### src/sv/pop_pkg.sv
// Shared constants, register codes and control types of the path option payoff block.
`default_nettype none

package pop_pkg;

  localparam int PATH_MAX_DEF   = 65536;
  localparam int PRICE_BITS_DEF = 32;

  localparam int SAMPLE_W = 32;
  localparam int PAYOFF_W = 32;
  localparam int SUM_W    = 48;
  localparam int CFG_IDX_W = 3;
  localparam int CFG_DATA_W = 32;
  localparam int DIV_CNT_W = $clog2(SUM_W);

  localparam logic [PAYOFF_W-1:0] ONE_Q16 = 32'h0001_0000;

  localparam logic [CFG_IDX_W-1:0] REG_PAYOFF_KIND   = 3'd0;
  localparam logic [CFG_IDX_W-1:0] REG_IS_CALL       = 3'd1;
  localparam logic [CFG_IDX_W-1:0] REG_BARRIER_KIND  = 3'd2;
  localparam logic [CFG_IDX_W-1:0] REG_STRIKE        = 3'd3;
  localparam logic [CFG_IDX_W-1:0] REG_LEVEL_LOW     = 3'd4;
  localparam logic [CFG_IDX_W-1:0] REG_LEVEL_HIGH    = 3'd5;
  localparam logic [CFG_IDX_W-1:0] REG_BARRIER_LEVEL = 3'd6;
  localparam logic [CFG_IDX_W-1:0] REG_REBATE        = 3'd7;

  localparam logic [2:0] KIND_VANILLA        = 3'd0;
  localparam logic [2:0] KIND_DIGITAL        = 3'd1;
  localparam logic [2:0] KIND_DOUBLE_DIGITAL = 3'd2;
  localparam logic [2:0] KIND_ASIAN_FIXED    = 3'd3;
  localparam logic [2:0] KIND_ASIAN_FLOAT    = 3'd4;
  localparam logic [2:0] KIND_BARRIER        = 3'd5;
  localparam logic [2:0] KIND_LOOKBACK       = 3'd6;

  localparam logic [1:0] BARRIER_UP_IN    = 2'd0;
  localparam logic [1:0] BARRIER_UP_OUT   = 2'd1;
  localparam logic [1:0] BARRIER_DOWN_IN  = 2'd2;
  localparam logic [1:0] BARRIER_DOWN_OUT = 2'd3;

  typedef struct packed {
    logic sample_take;
    logic div_start;
    logic div_step;
    logic pay_load;
  } pop_cmd_t;

  typedef struct packed {
    logic div_last;
    logic out_free;
  } pop_status_t;

endpackage

`default_nettype wire

### src/sv/pop_ifs.sv
// Valid/ready channel interfaces for price samples, payoff results and register writes.
`default_nettype none

interface pop_sample_if;
  logic        valid;
  logic        ready;
  logic [31:0] price_sample;
  logic        path_end;
  modport source (output valid, price_sample, path_end, input ready);
  modport sink (input valid, price_sample, path_end, output ready);
endinterface

interface pop_result_if;
  logic        valid;
  logic        ready;
  logic [31:0] payoff;
  modport source (output valid, payoff, input ready);
  modport sink (input valid, payoff, output ready);
endinterface

interface pop_cfg_if;
  logic        valid;
  logic        ready;
  logic [2:0]  index;
  logic [31:0] data;
  modport source (output valid, index, data, input ready);
  modport sink (input valid, index, data, output ready);
endinterface

`default_nettype wire

### src/sv/pop_ctrl.sv
// Controller state machine: sample intake, mean division and payoff hand-off.
`default_nettype none

module pop_ctrl
  import pop_pkg::*;
(
  input  wire logic        clk,
  input  wire logic        rst,
  input  wire logic        in_valid,
  input  wire logic        in_path_end,
  input  wire pop_status_t status,
  output pop_cmd_t         cmd,
  output logic             in_ready
);

  localparam logic [1:0] ST_RUN = 2'd0;
  localparam logic [1:0] ST_DIV = 2'd1;
  localparam logic [1:0] ST_PAY = 2'd2;

  logic [1:0] state;
  logic [1:0] state_next;

  always_comb begin
    state_next = state;
    cmd = '0;
    in_ready = 1'b0;
    case (state)
      ST_RUN: begin
        in_ready = 1'b1;
        cmd.sample_take = in_valid;
        if (in_valid && in_path_end) begin
          cmd.div_start = 1'b1;
          state_next = ST_DIV;
        end
      end
      ST_DIV: begin
        cmd.div_step = 1'b1;
        if (status.div_last) begin
          state_next = ST_PAY;
        end
      end
      ST_PAY: begin
        if (status.out_free) begin
          cmd.pay_load = 1'b1;
          state_next = ST_RUN;
        end
      end
      default: begin
        state_next = ST_RUN;
      end
    endcase
  end

  always_ff @(posedge clk) begin
    if (rst) begin
      state <= ST_RUN;
    end else begin
      state <= state_next;
    end
  end

endmodule

`default_nettype wire

### src/sv/pop_datapath.sv
// Datapath: registers, path statistics, bit-serial mean divider and payoff result register.
`default_nettype none

module pop_datapath
  import pop_pkg::*;
#(
  parameter int PATH_MAX   = PATH_MAX_DEF,
  parameter int PRICE_BITS = PRICE_BITS_DEF
) (
  input  wire logic                  clk,
  input  wire logic                  rst,
  input  wire pop_cmd_t              cmd,
  output pop_status_t                status,
  input  wire logic [SAMPLE_W-1:0]   price_sample,
  input  wire logic                  cfg_we,
  input  wire logic [CFG_IDX_W-1:0]  cfg_index,
  input  wire logic [CFG_DATA_W-1:0] cfg_data,
  input  wire logic                  out_ready,
  output logic                       out_valid,
  output logic [PAYOFF_W-1:0]        payoff
);

  localparam int SB = (PRICE_BITS < SAMPLE_W) ? PRICE_BITS : SAMPLE_W;
  localparam int CW = $clog2(PATH_MAX + 1);
  localparam logic [CW-1:0] COUNT_MAX = CW'(PATH_MAX);

  logic [2:0]    payoff_kind;
  logic          is_call;
  logic [1:0]    barrier_kind;
  logic [SB-1:0] strike;
  logic [SB-1:0] level_low;
  logic [SB-1:0] level_high;
  logic [SB-1:0] barrier_level;
  logic [PAYOFF_W-1:0] rebate;

  logic [SB-1:0]    path_max;
  logic [SB-1:0]    path_min;
  logic [SUM_W-1:0] path_sum;
  logic [CW-1:0]    sample_count;
  logic [SB-1:0]    last_sample;

  logic [SB-1:0]    s_in;
  logic [SUM_W:0]   sum_ext;
  logic [SUM_W-1:0] sum_next;

  logic [SUM_W-1:0]     div_quo;
  logic [CW-1:0]        div_rem;
  logic [DIV_CNT_W-1:0] div_cnt;
  logic [CW:0]          div_trial;
  logic                 div_bit;

  logic [SB-1:0]       mean;
  logic                met;
  logic [PAYOFF_W-1:0] result;

  function automatic logic [SB-1:0] pos_diff(input logic [SB-1:0] a, input logic [SB-1:0] b);
    return (a > b) ? a - b : '0;
  endfunction

  function automatic logic [PAYOFF_W-1:0] vanilla(input logic [SB-1:0] s,
                                                  input logic [SB-1:0] k,
                                                  input logic call);
    return PAYOFF_W'(call ? pos_diff(s, k) : pos_diff(k, s));
  endfunction

  always_ff @(posedge clk) begin
    if (rst) begin
      payoff_kind   <= KIND_VANILLA;
      is_call       <= 1'b1;
      barrier_kind  <= BARRIER_UP_IN;
      strike        <= '0;
      level_low     <= '0;
      level_high    <= '0;
      barrier_level <= '0;
      rebate        <= '0;
    end else if (cfg_we) begin
      case (cfg_index)
        REG_PAYOFF_KIND:   payoff_kind <= cfg_data[2:0];
        REG_IS_CALL:       is_call <= cfg_data[0];
        REG_BARRIER_KIND:  barrier_kind <= cfg_data[1:0];
        REG_STRIKE:        strike <= cfg_data[SB-1:0];
        REG_LEVEL_LOW:     level_low <= cfg_data[SB-1:0];
        REG_LEVEL_HIGH:    level_high <= cfg_data[SB-1:0];
        REG_BARRIER_LEVEL: barrier_level <= cfg_data[SB-1:0];
        REG_REBATE:        rebate <= cfg_data;
        default: begin
        end
      endcase
    end
  end

  assign s_in = price_sample[SB-1:0];
  assign sum_ext = {1'b0, path_sum} + (SUM_W + 1)'(s_in);

  always_comb begin
    sum_next = path_sum;
    if (sample_count < COUNT_MAX) begin
      sum_next = sum_ext[SUM_W] ? {SUM_W{1'b1}} : sum_ext[SUM_W-1:0];
    end
  end

  always_ff @(posedge clk) begin
    if (rst || cmd.pay_load) begin
      path_max     <= '0;
      path_min     <= '1;
      path_sum     <= '0;
      sample_count <= '0;
    end else if (cmd.sample_take) begin
      if (s_in > path_max) path_max <= s_in;
      if (s_in < path_min) path_min <= s_in;
      path_sum <= sum_next;
      if (sample_count < COUNT_MAX) sample_count <= sample_count + 1'b1;
    end
  end

  always_ff @(posedge clk) begin
    if (cmd.sample_take) begin
      last_sample <= s_in;
    end
  end

  // Restoring division, one quotient bit per step; the dividend shifts out as the quotient shifts in.
  assign div_trial = {div_rem, div_quo[SUM_W-1]};
  assign div_bit = div_trial >= {1'b0, sample_count};

  always_ff @(posedge clk) begin
    if (cmd.div_start) begin
      div_quo <= sum_next;
      div_rem <= '0;
      div_cnt <= '0;
    end else if (cmd.div_step) begin
      div_quo <= {div_quo[SUM_W-2:0], div_bit};
      div_rem <= div_bit ? CW'(div_trial - {1'b0, sample_count}) : div_trial[CW-1:0];
      div_cnt <= div_cnt + 1'b1;
    end
  end

  assign status.div_last = cmd.div_step && (div_cnt == DIV_CNT_W'(SUM_W - 1));
  assign status.out_free = !out_valid || out_ready;

  assign mean = div_quo[SB-1:0];

  always_comb begin
    case (barrier_kind)
      BARRIER_UP_IN:   met = path_max > barrier_level;
      BARRIER_UP_OUT:  met = path_max < barrier_level;
      BARRIER_DOWN_IN: met = path_min < barrier_level;
      default:         met = path_min > barrier_level;
    endcase
  end

  always_comb begin
    case (payoff_kind)
      KIND_VANILLA: result = vanilla(last_sample, strike, is_call);
      KIND_DIGITAL: begin
        if (is_call) result = (last_sample > strike) ? ONE_Q16 : '0;
        else result = (last_sample < strike) ? ONE_Q16 : '0;
      end
      KIND_DOUBLE_DIGITAL: begin
        if (is_call) begin
          result = (last_sample > level_low && last_sample < level_high) ? ONE_Q16 : '0;
        end else begin
          result = (last_sample < level_low || last_sample > level_high) ? ONE_Q16 : '0;
        end
      end
      KIND_ASIAN_FIXED: result = vanilla(mean, strike, is_call);
      KIND_ASIAN_FLOAT: result = vanilla(last_sample, mean, is_call);
      KIND_BARRIER:     result = met ? vanilla(last_sample, strike, is_call) : rebate;
      KIND_LOOKBACK: begin
        result = is_call ? PAYOFF_W'(pos_diff(last_sample, path_min))
                         : PAYOFF_W'(pos_diff(path_max, last_sample));
      end
      default: result = '0;
    endcase
  end

  always_ff @(posedge clk) begin
    if (rst) begin
      out_valid <= 1'b0;
    end else if (cmd.pay_load) begin
      out_valid <= 1'b1;
    end else if (out_ready) begin
      out_valid <= 1'b0;
    end
  end

  always_ff @(posedge clk) begin
    if (cmd.pay_load) begin
      payoff <= result;
    end
  end

endmodule

`default_nettype wire

### src/sv/path_option_payoff.sv
// Top level of the path option payoff block: controller, datapath and channel wiring.
//
// Price samples are taken one beat per cycle while a path is in progress. The beat flagged
// path_end also takes part in the statistics; after it the block computes the arithmetic
// mean with a bit-serial divider, then forms the payoff and places it in the result
// register; the next path's first sample is taken only after that, and later still if the
// previous payoff has not yet been taken. Register writes are taken in any cycle outside
// reset and must only be issued while the block is idle.
`default_nettype none

module path_option_payoff
  import pop_pkg::*;
#(
  parameter int PATH_MAX   = PATH_MAX_DEF,
  parameter int PRICE_BITS = PRICE_BITS_DEF
) (
  input wire logic       clk,
  input wire logic       rst,
  pop_sample_if.sink     samples,
  pop_result_if.source   results,
  pop_cfg_if.sink        cfg
);

  pop_cmd_t    cmd;
  pop_status_t status;
  logic        in_ready;
  logic        out_valid;
  logic [PAYOFF_W-1:0] payoff;

  assign samples.ready = in_ready && !rst;
  assign cfg.ready = !rst;
  assign results.valid = out_valid;
  assign results.payoff = payoff;

  pop_ctrl u_ctrl (
    .clk         (clk),
    .rst         (rst),
    .in_valid    (samples.valid),
    .in_path_end (samples.path_end),
    .status      (status),
    .cmd         (cmd),
    .in_ready    (in_ready)
  );

  pop_datapath #(
    .PATH_MAX   (PATH_MAX),
    .PRICE_BITS (PRICE_BITS)
  ) u_datapath (
    .clk          (clk),
    .rst          (rst),
    .cmd          (cmd),
    .status       (status),
    .price_sample (samples.price_sample),
    .cfg_we       (cfg.valid),
    .cfg_index    (cfg.index),
    .cfg_data     (cfg.data),
    .out_ready    (results.ready),
    .out_valid    (out_valid),
    .payoff       (payoff)
  );

endmodule

`default_nettype wire

### src/flat_wrapper.sv
// flat-port wrapper written by rule: the top's interface ports become plain ports
module path_option_payoff_flat import pop_pkg::*;
#(
  parameter int PATH_MAX   = PATH_MAX_DEF,
  parameter int PRICE_BITS = PRICE_BITS_DEF
)
  (clk, rst, samples_valid, samples_price_sample, samples_path_end, samples_ready, results_valid, results_payoff, results_ready, cfg_valid, cfg_index, cfg_data, cfg_ready);
  pop_sample_if samples_i ();
  pop_result_if results_i ();
  pop_cfg_if cfg_i ();
  input wire logic clk;
  input wire logic rst;
  input wire logic [$bits(samples_i.valid)-1:0] samples_valid;
  input wire logic [$bits(samples_i.price_sample)-1:0] samples_price_sample;
  input wire logic [$bits(samples_i.path_end)-1:0] samples_path_end;
  output wire logic [$bits(samples_i.ready)-1:0] samples_ready;
  output wire logic [$bits(results_i.valid)-1:0] results_valid;
  output wire logic [$bits(results_i.payoff)-1:0] results_payoff;
  input wire logic [$bits(results_i.ready)-1:0] results_ready;
  input wire logic [$bits(cfg_i.valid)-1:0] cfg_valid;
  input wire logic [$bits(cfg_i.index)-1:0] cfg_index;
  input wire logic [$bits(cfg_i.data)-1:0] cfg_data;
  output wire logic [$bits(cfg_i.ready)-1:0] cfg_ready;
  assign samples_i.valid = samples_valid;
  assign samples_i.price_sample = samples_price_sample;
  assign samples_i.path_end = samples_path_end;
  assign samples_ready = samples_i.ready;
  assign results_valid = results_i.valid;
  assign results_payoff = results_i.payoff;
  assign results_i.ready = results_ready;
  assign cfg_i.valid = cfg_valid;
  assign cfg_i.index = cfg_index;
  assign cfg_i.data = cfg_data;
  assign cfg_ready = cfg_i.ready;
  path_option_payoff #(.PATH_MAX(PATH_MAX), .PRICE_BITS(PRICE_BITS)) u_core (.clk(clk), .rst(rst), .samples(samples_i), .results(results_i), .cfg(cfg_i));
endmodule
### config.mk
export PLATFORM = sky130hd
export DESIGN_NAME = path_option_payoff_flat
export DESIGN_NICKNAME = d
export VERILOG_FILES = /design/src/sv/pop_pkg.sv /design/src/sv/pop_ifs.sv /design/src/sv/pop_ctrl.sv /design/src/sv/pop_datapath.sv /design/src/sv/path_option_payoff.sv /design/src/flat_wrapper.sv
export SDC_FILE = /design/constraint.sdc
export NUM_CORES = 2
export LEC_CHECK = 0
export BUFFER_PORTS_ARGS = -buffer_cell sky130_fd_sc_hd__buf_2
export CORE_ASPECT_RATIO = 0.75
export CORE_UTILIZATION = 35
export CTS_CLUSTER_DIAMETER = 150
export DETAILED_ROUTE_END_ITERATION = 16
export MAX_ROUTING_LAYER = met4
export PLACE_DENSITY_LB_ADDON = 0.15
export SLEW_MARGIN = 5
export SYNTH_ARGS = -nofsm -noshare
export SYNTH_HDL_FRONTEND = slang
export SYNTH_SLANG_ARGS = --single-unit
### constraint.sdc
create_clock -name clk -period 4.7 [get_ports clk]
set_clock_uncertainty 0.2 [all_clocks]
set_input_delay 1.41 -clock clk [delete_from_list [all_inputs] [get_ports clk]]
set_output_delay 1.41 -clock clk [all_outputs]
set_load 0.02 [all_outputs]
After elaboration in Yosys (flattened, before gate mapping)
Cells that the tools add are included.
- $add $sub $neg: 12
- order comparisons: 21
- equality and inequality tests: 21
- multiplexer cells: 38
- reductions and logical operators: 27
- operator list (kind ; number):
    32-bit > comparator ; 13
    32-bit two-way mux ; 13
    32-bit subtractor ; 8
    32-bit case mux with 7 select lines ; 1
    32-bit less-than comparator ; 6
    48-bit two-way mux ; 4
    17-bit two-way mux ; 7
    48-bit by 32-bit adder with 49-bit output ; 1
    2-bit AND reduction ; 11
    3-bit equality test, second input constant ; 7
    18-bit by 17-bit greater-or-equal comparator with 1-bit output ; 1
    17-bit by 1-bit adder with 17-bit output, second input constant ; 1
    17-bit less-than comparator, second input constant ; 1
    17-bit subtractor ; 1
    3-bit by 2-bit equality test with 1-bit output, second input constant ; 4
    2-bit two-way mux ; 4
    1-bit two-way mux ; 7
    6-bit by 1-bit adder with 6-bit output, second input constant ; 1
    3-bit by 1-bit equality test with 1-bit output, second input constant ; 2
    6-bit equality test, second input constant ; 1
    3-bit zero test ; 2
    2-bit case mux with 3 select lines ; 1
    2-bit by 1-bit equality test with 1-bit output, second input constant ; 2
    2-bit equality test, second input constant ; 2
    9 further kinds ; 18
- register bits after elaboration: 433
- input port bits: 73
- output and inout port bits: 35
- logic and storage cells: 138

Depth between registers and ports, before layout
- word-level depth: 5
- depth in mapped cells: 16
- gate-level depth less buffers: 14

Hierarchy
Synthesis repeated with hierarchy kept, for this count alone.
- cell total of the unflattened synthesis: 5064
- area, all modules: 38752.2 sq um
- modules (own cells, without submodules) (module ; times used ; cells each ; area an instance (sq um) ; sequential area each (sq um)):
    pop_datapath ; 1 ; 5047 ; 38615.8 ; 9749.4
    pop_ctrl ; 1 ; 15 ; 126.4 ; 40.0
    path_option_payoff ; 1 ; 2 ; 10.0 ; 0.0

Worst setup path before layout
No wires, ideal clock.
- path type: input-to-reg
- start point: input samples_price_sample[0]
- end point: register u_core.u_datapath.div_quo[26] (data pin)
- setup time: 0.153 ns
- data arrival time: 4.121 ns
- path slack: 0.226 ns
- stages on the path: 15
- cells stage by stage: ha_1 > inv_1 > fa_1 > nor2b_1 > o31ai_2 > a211oi_1 > o21bai_1 > o211ai_1 > a31oi_1 > o31a_1 > nor2_1 > buf_4 > buf_4 > nor3_1 > o22ai_1
- longest elaborated chain between the ends: 4
- RTL lines (element ; RTL line ; text):
    start, declared ; flat_wrapper.sv:14 ; input wire logic [$bits(samples_i.price_sample)-1:0] samples_price_sample;
    48-bit by 32-bit adder with 49-bit output ; pop_datapath.sv:93 ; assign sum_ext = {1'b0, path_sum} + (SUM_W + 1)'(s_in);
    48-bit two-way mux ; pop_datapath.sv:98 ; sum_next = sum_ext[SUM_W] ? {SUM_W{1'b1}} : sum_ext[SUM_W-1:0];
    48-bit two-way mux ; pop_datapath.sv:97 ; if (sample_count < COUNT_MAX) begin
    48-bit two-way mux ; pop_datapath.sv:127 ; if (cmd.div_start) begin
    end signal, assigned ; pop_datapath.sv:128 ; div_quo <= sum_next;
    end signal, assigned ; pop_datapath.sv:132 ; div_quo <= {div_quo[SUM_W-2:0], div_bit};
    end, declared ; pop_datapath.sv:46 ; logic [SUM_W-1:0] div_quo;
No other way between the ends.
A chain may end at the register's enable or synchronous reset.

Worst setup path in the final report
- start point: register u_core.u_datapath.div_quo[9]
- end point: register u_core.u_datapath.payoff[15] (data pin)
- longest elaborated chain between the ends: 4
- elaborated cells on any way between the ends: 15
- classes of those cells: add/sub (4); order compare (4); mux (7)
- RTL lines (element ; RTL line ; text):
    32-bit subtractor or 32-bit > comparator (tied branches) ; pop_datapath.sv:57 ; return (a > b) ? a - b : '0;
    32-bit two-way mux ; pop_datapath.sv:57 ;
    32-bit two-way mux ; pop_datapath.sv:63 ; return PAYOFF_W'(call ? pos_diff(s, k) : pos_diff(k, s));
    32-bit case mux with 7 select lines * ; pop_datapath.sv:153 ; case (payoff_kind)
    via u_core.u_datapath.result[15] ; pop_datapath.sv:54 ; logic [PAYOFF_W-1:0] result;
    end signal, assigned ; pop_datapath.sv:189 ; payoff <= result;
    end, declared ; pop_datapath.sv:20 ; output logic [PAYOFF_W-1:0] payoff
Mark *: on every way through the listed nets, which the timed path passes. The rest lies on a longest branch.

==> impl_metrics.py <==
metrics = {
    "sta": {
        "finalSetupViolCount": 0,
        "rsz0062_at_grt": "false",
        "tightest_slew_ns": 1.06,
        "finalSetupTns_ns": 0,
        "layout_setup_ws_ns": 0.0718,
        "finalHoldViolations": 0,
        "period_minus_slack_ns": 4.63,
        "fin_crit_sh": 0.985,
        "slew_violations": 0,
        "slew_headroom": 0.290,
        "max_freq_mhz": 216,
    },
    "grt": {
        "grt_use_total": 0.328,
        "grt_max_degree": 170,
        "grtUsageMet1": 0.490,
        "grtUsageMet2": 0.440,
        "grt_use_met3": 0.0796,
        "grt_overflow": 0,
        "grt.busiest_layer": "met1",
        "antenna_found_initial": 3,
        "grt_pass1_wl_mm": 266,
        "grt_pass1_vias": 38150,
    },
    "hold_path": {
        "hold_start": "u_core.u_datapath.level_high[29]",
        "holdPathEnd": "u_core.u_datapath.level_high[29]",
        "min-delay-path-class": "reg2reg",
        "hold_depth": 2,
    },
    "clock_network": {
        "htree_levels": 2,
        "clock_path_buffers": 3,
        "cts.sinks": 433,
        "insertion_delay_ns": 0.66,
        "cts_buffers": 53,
        "ctsHoldBuffers": 0,
        "cts_root_buf": "clkbuf_16",
        "clk_pin_slew_worst_paths_ns": 0.06,
        "cts_tree": "yes",
    },
    "synth": {
        "netlist_area_mm2": 0.0393,
        "syn_inst": 5102,
        "synth_top_area_frac": 0.164,
        "synth-edff-count": 112,
        "postSynthAreaPerCell_um2": 7.70,
        "ys_seq_elements": 433,
        "synth-main-ff-cell": "dfxtp_1",
        "yosysWarnings": 0,
        "yosys.area.top_type": "dfxtp_1",
        "seq_area_frac_synth": 0.249,
        "synth_cell_types": 100,
        "synthArstFlopShare": 0,
        "synthTopCellsByArea": "dfxtp_1 16%, ha_1 16%, edfxtp_1 8.6%",
        "syn_nets": 5683,
    },
    "critical_path": {
        "slowest_stage": "edfxtp_1",
        "cpPeakStageDelay_ns": 0.70,
        "worstPathRequired_ns": 4.86,
        "r2r_start": "u_core.u_datapath.div_quo[9]",
        "critPathMaxFanout": 11,
        "critPathArrivalTime_ns": 4.79,
        "crit_type": "reg2reg",
        "r2r_cells": 12,
        "cp-end-kind": "flip-flop",
        "critPathLaunchType": "flip-flop",
        "r2r-end": "u_core.u_datapath.payoff[15]",
        "critPathLaunch": "u_core.u_datapath.div_quo[9]",
        "crit_top_cell": "a211oi_1",
        "rrSetupSlack_ns": 0.07,
        "worstPathCellList": "inv_1 -> ha_1 -> a211oi_1 -> o21bai_1 -> a31oi_1 -> o221ai_1 -> o21a_1 -> buf_4 -> and4_1 -> a211oi_1 -> o22ai_1 -> a211o_1",
    },
    "finish": {
        "area_growth_pct": 19.9,
        "drive_gt1_frac": 0.155,
        "final_nets": 6174,
    },
    "drt": {
        "drt_iter0_markers": 4943,
        "wirelength_mm": 188,
        "drc": 0,
        "num_vias": 41965,
        "wl_per_cell_um": 26.4,
        "ant_nets": 0,
        "first_pass_iters": 6,
        "viasPerCell": 5.91,
    },
    "pwr": {
        "leakage_nw": 20.2,
        "power.density_mw_per_mm2": 333,
        "ir_worst_vdd_mv": 0.321,
    },
    "placement": {
        "preCtsSetupSlack_ns": -0.340,
        "dp_hpwl_mm": 154,
        "gp_congestion": 1.07,
        "io_buffers": 107,
    },
    "floorplan": {
        "die_x_um": 389,
        "die_y_um": 292,
        "initial_core_util": 0.353,
        "io_pins": 108,
        "std_cell_rows": 106,
        "core_mm2": 0.111,
        "dieArea_mm2": 0.114,
    },
    "run_status": {
        "status": "complete, no violations",
    },
    "flow_run": {
        "drv_cap": 0,
    },
}
power breakdown:
group | leakage, nW | switching (W) | internal (W)
sequential | 3.68 | 0.000338 | 0.00413
clock | 0.881 | 0.00191 | 0.00247
combinational | 15.7 | 0.00411 | 0.00271
how the worst max path moves through the flow:
stage                                                to  slack (ns)  depth (start not counted)
after floorplan           u_core.u_datapath.div_quo[26]        0.23                         15
after global placement    u_core.u_datapath.div_quo[28]       -0.29                         16
after detailed placement  u_core.u_datapath.div_quo[30]       -0.34                         16
after CTS                  u_core.u_datapath.payoff[23]        0.02                         19
after global routing        u_core.u_datapath.payoff[4]        0.01                         12
final                      u_core.u_datapath.payoff[15]        0.07                         12
sequential cells by signal, indices dropped and copies added, names as in the netlist, 32 cells and up:
register                         count
u_core.u_datapath.path_max          32
u_core.u_datapath.strike            32
u_core.u_datapath.payoff            32
u_core.u_datapath.barrier_level     32
u_core.u_datapath.path_sum          48
u_core.u_datapath.rebate            32
u_core.u_datapath.path_min          32
u_core.u_datapath.level_high        32
u_core.u_datapath.div_quo           48
u_core.u_datapath.level_low         32
u_core.u_datapath.last_sample       32
layer usage:
metal	up-vias	wire length (µm)
li1	19613	-
met1	20252	90300
met2	1927	72600
met3	173	21200
met4	0	3520
met5	-	0
logic make-up after synthesis:
family | synth area share
AOI/OAI and AO/OA | 0.282
xor gates and xnor gates | 0.0377
adders and majority gates | 0.164
buffers and inverters | 0.0609
DFF | 0.249
muxes | 0.0172
and+or+nand+nor | 0.189
area by class of cell:
class / instances / area, µm²
Fill cell: 11485 / 64300
Tap cell: 1458 / 1820
Multi-Input combinational cell: 4056 / 27200
Inverter: 363 / 1370
Clock buffer: 64 / 1390
Antenna cell: 2 / 5.00
Sequential cell: 433 / 9790
Clock inverter: 35 / 392
Timing Repair Buffer: 686 / 5090
synth_stat cells, types with 52 or more instances:
library cell	count
dfxtp_1	321
edfxtp_1	112
nand4_1	102
nand3_1	120
a21o_1	176
a31oi_1	59
xor2_1	57
clkbuf_1	187
mux2i_1	63
o21ai_0	254
nand2_1	654
nor3_1	113
o22ai_1	53
a211oi_1	52
a21oi_1	570
xnor2_1	112
inv_1	361
ha_1	498
nor2_1	321
o211ai_1	93
cell usage in the layout (no fill, tap or decap), types with 16 or more instances in the layout:
| cell | instances |
|---|---|
| xor2_1 | 57 |
| edfxtp_1 | 112 |
| dfxtp_1 | 321 |
| mux2i_1 | 63 |
| o22ai_1 | 53 |
| clkbuf_16 | 53 |
| o221ai_1 | 28 |
| nor3_1 | 112 |
| nand2_1 | 654 |
| o31ai_1 | 19 |
| a21oi_1 | 569 |
| nor2b_1 | 43 |
| buf_2 | 106 |
| nor2_1 | 312 |
| a21o_1 | 176 |
| a211oi_1 | 51 |
| inv_1 | 357 |
| nand4_1 | 102 |
| o211ai_1 | 93 |
| and3_1 | 49 |
| buf_12 | 16 |
| or3_1 | 33 |
| o21a_1 | 49 |
| a22oi_1 | 33 |
| a221o_1 | 25 |
| and2_1 | 30 |
| buf_4 | 563 |
| o21ai_0 | 254 |
| a31oi_1 | 58 |
| nand2b_1 | 40 |
| o21bai_1 | 50 |
| nand3_1 | 120 |
| ha_1 | 497 |
| nor4_1 | 19 |
| o21ai_1 | 24 |
| xnor2_1 | 112 |
| a221oi_1 | 16 |
worst max-delay path: cells and delay by family (launching register included):
family	cells	cell delay (ns)
AO/OA/AOI/OAI	8	2.19
AND/OR/NAND/NOR	1	0.21
adder cells (fa/ha/maj)	1	0.36
flip-flops	1	0.70
buffers and inverters	2	0.66
per-stage QoR:
| step | power (W) | utilization | cells | instance area, µm² | hold WS (ns) |
|---|---|---|---|---|---|
| 2_1_floorplan | 0.00851 | - | 5102 | 39300 | 0.232 |
| 3_3_place_gp | 0.0111 | 0.406 | 6989 | 45200 | 0.242 |
| 3_5_place_dp | 0.0111 | 0.406 | 6989 | 45200 | 0.246 |
| 4_1_cts | 0.0155 | 0.421 | 7088 | 47000 | 0.254 |
| 5_1_grt | 0.0164 | 0.423 | 7095 | 47100 | 0.273 |
| 6_report | 0.0157 | 0.423 | 7097 | 47100 | 0.253 |
repair_timing:
item / in CTS / in global routing
setup buffers: 0 / 7
endpoints found under the setup margin: 1 / 15
pin swaps: 0 / 1
gates resized for setup: 1 / 9
(Power assumes the default switching activity.)
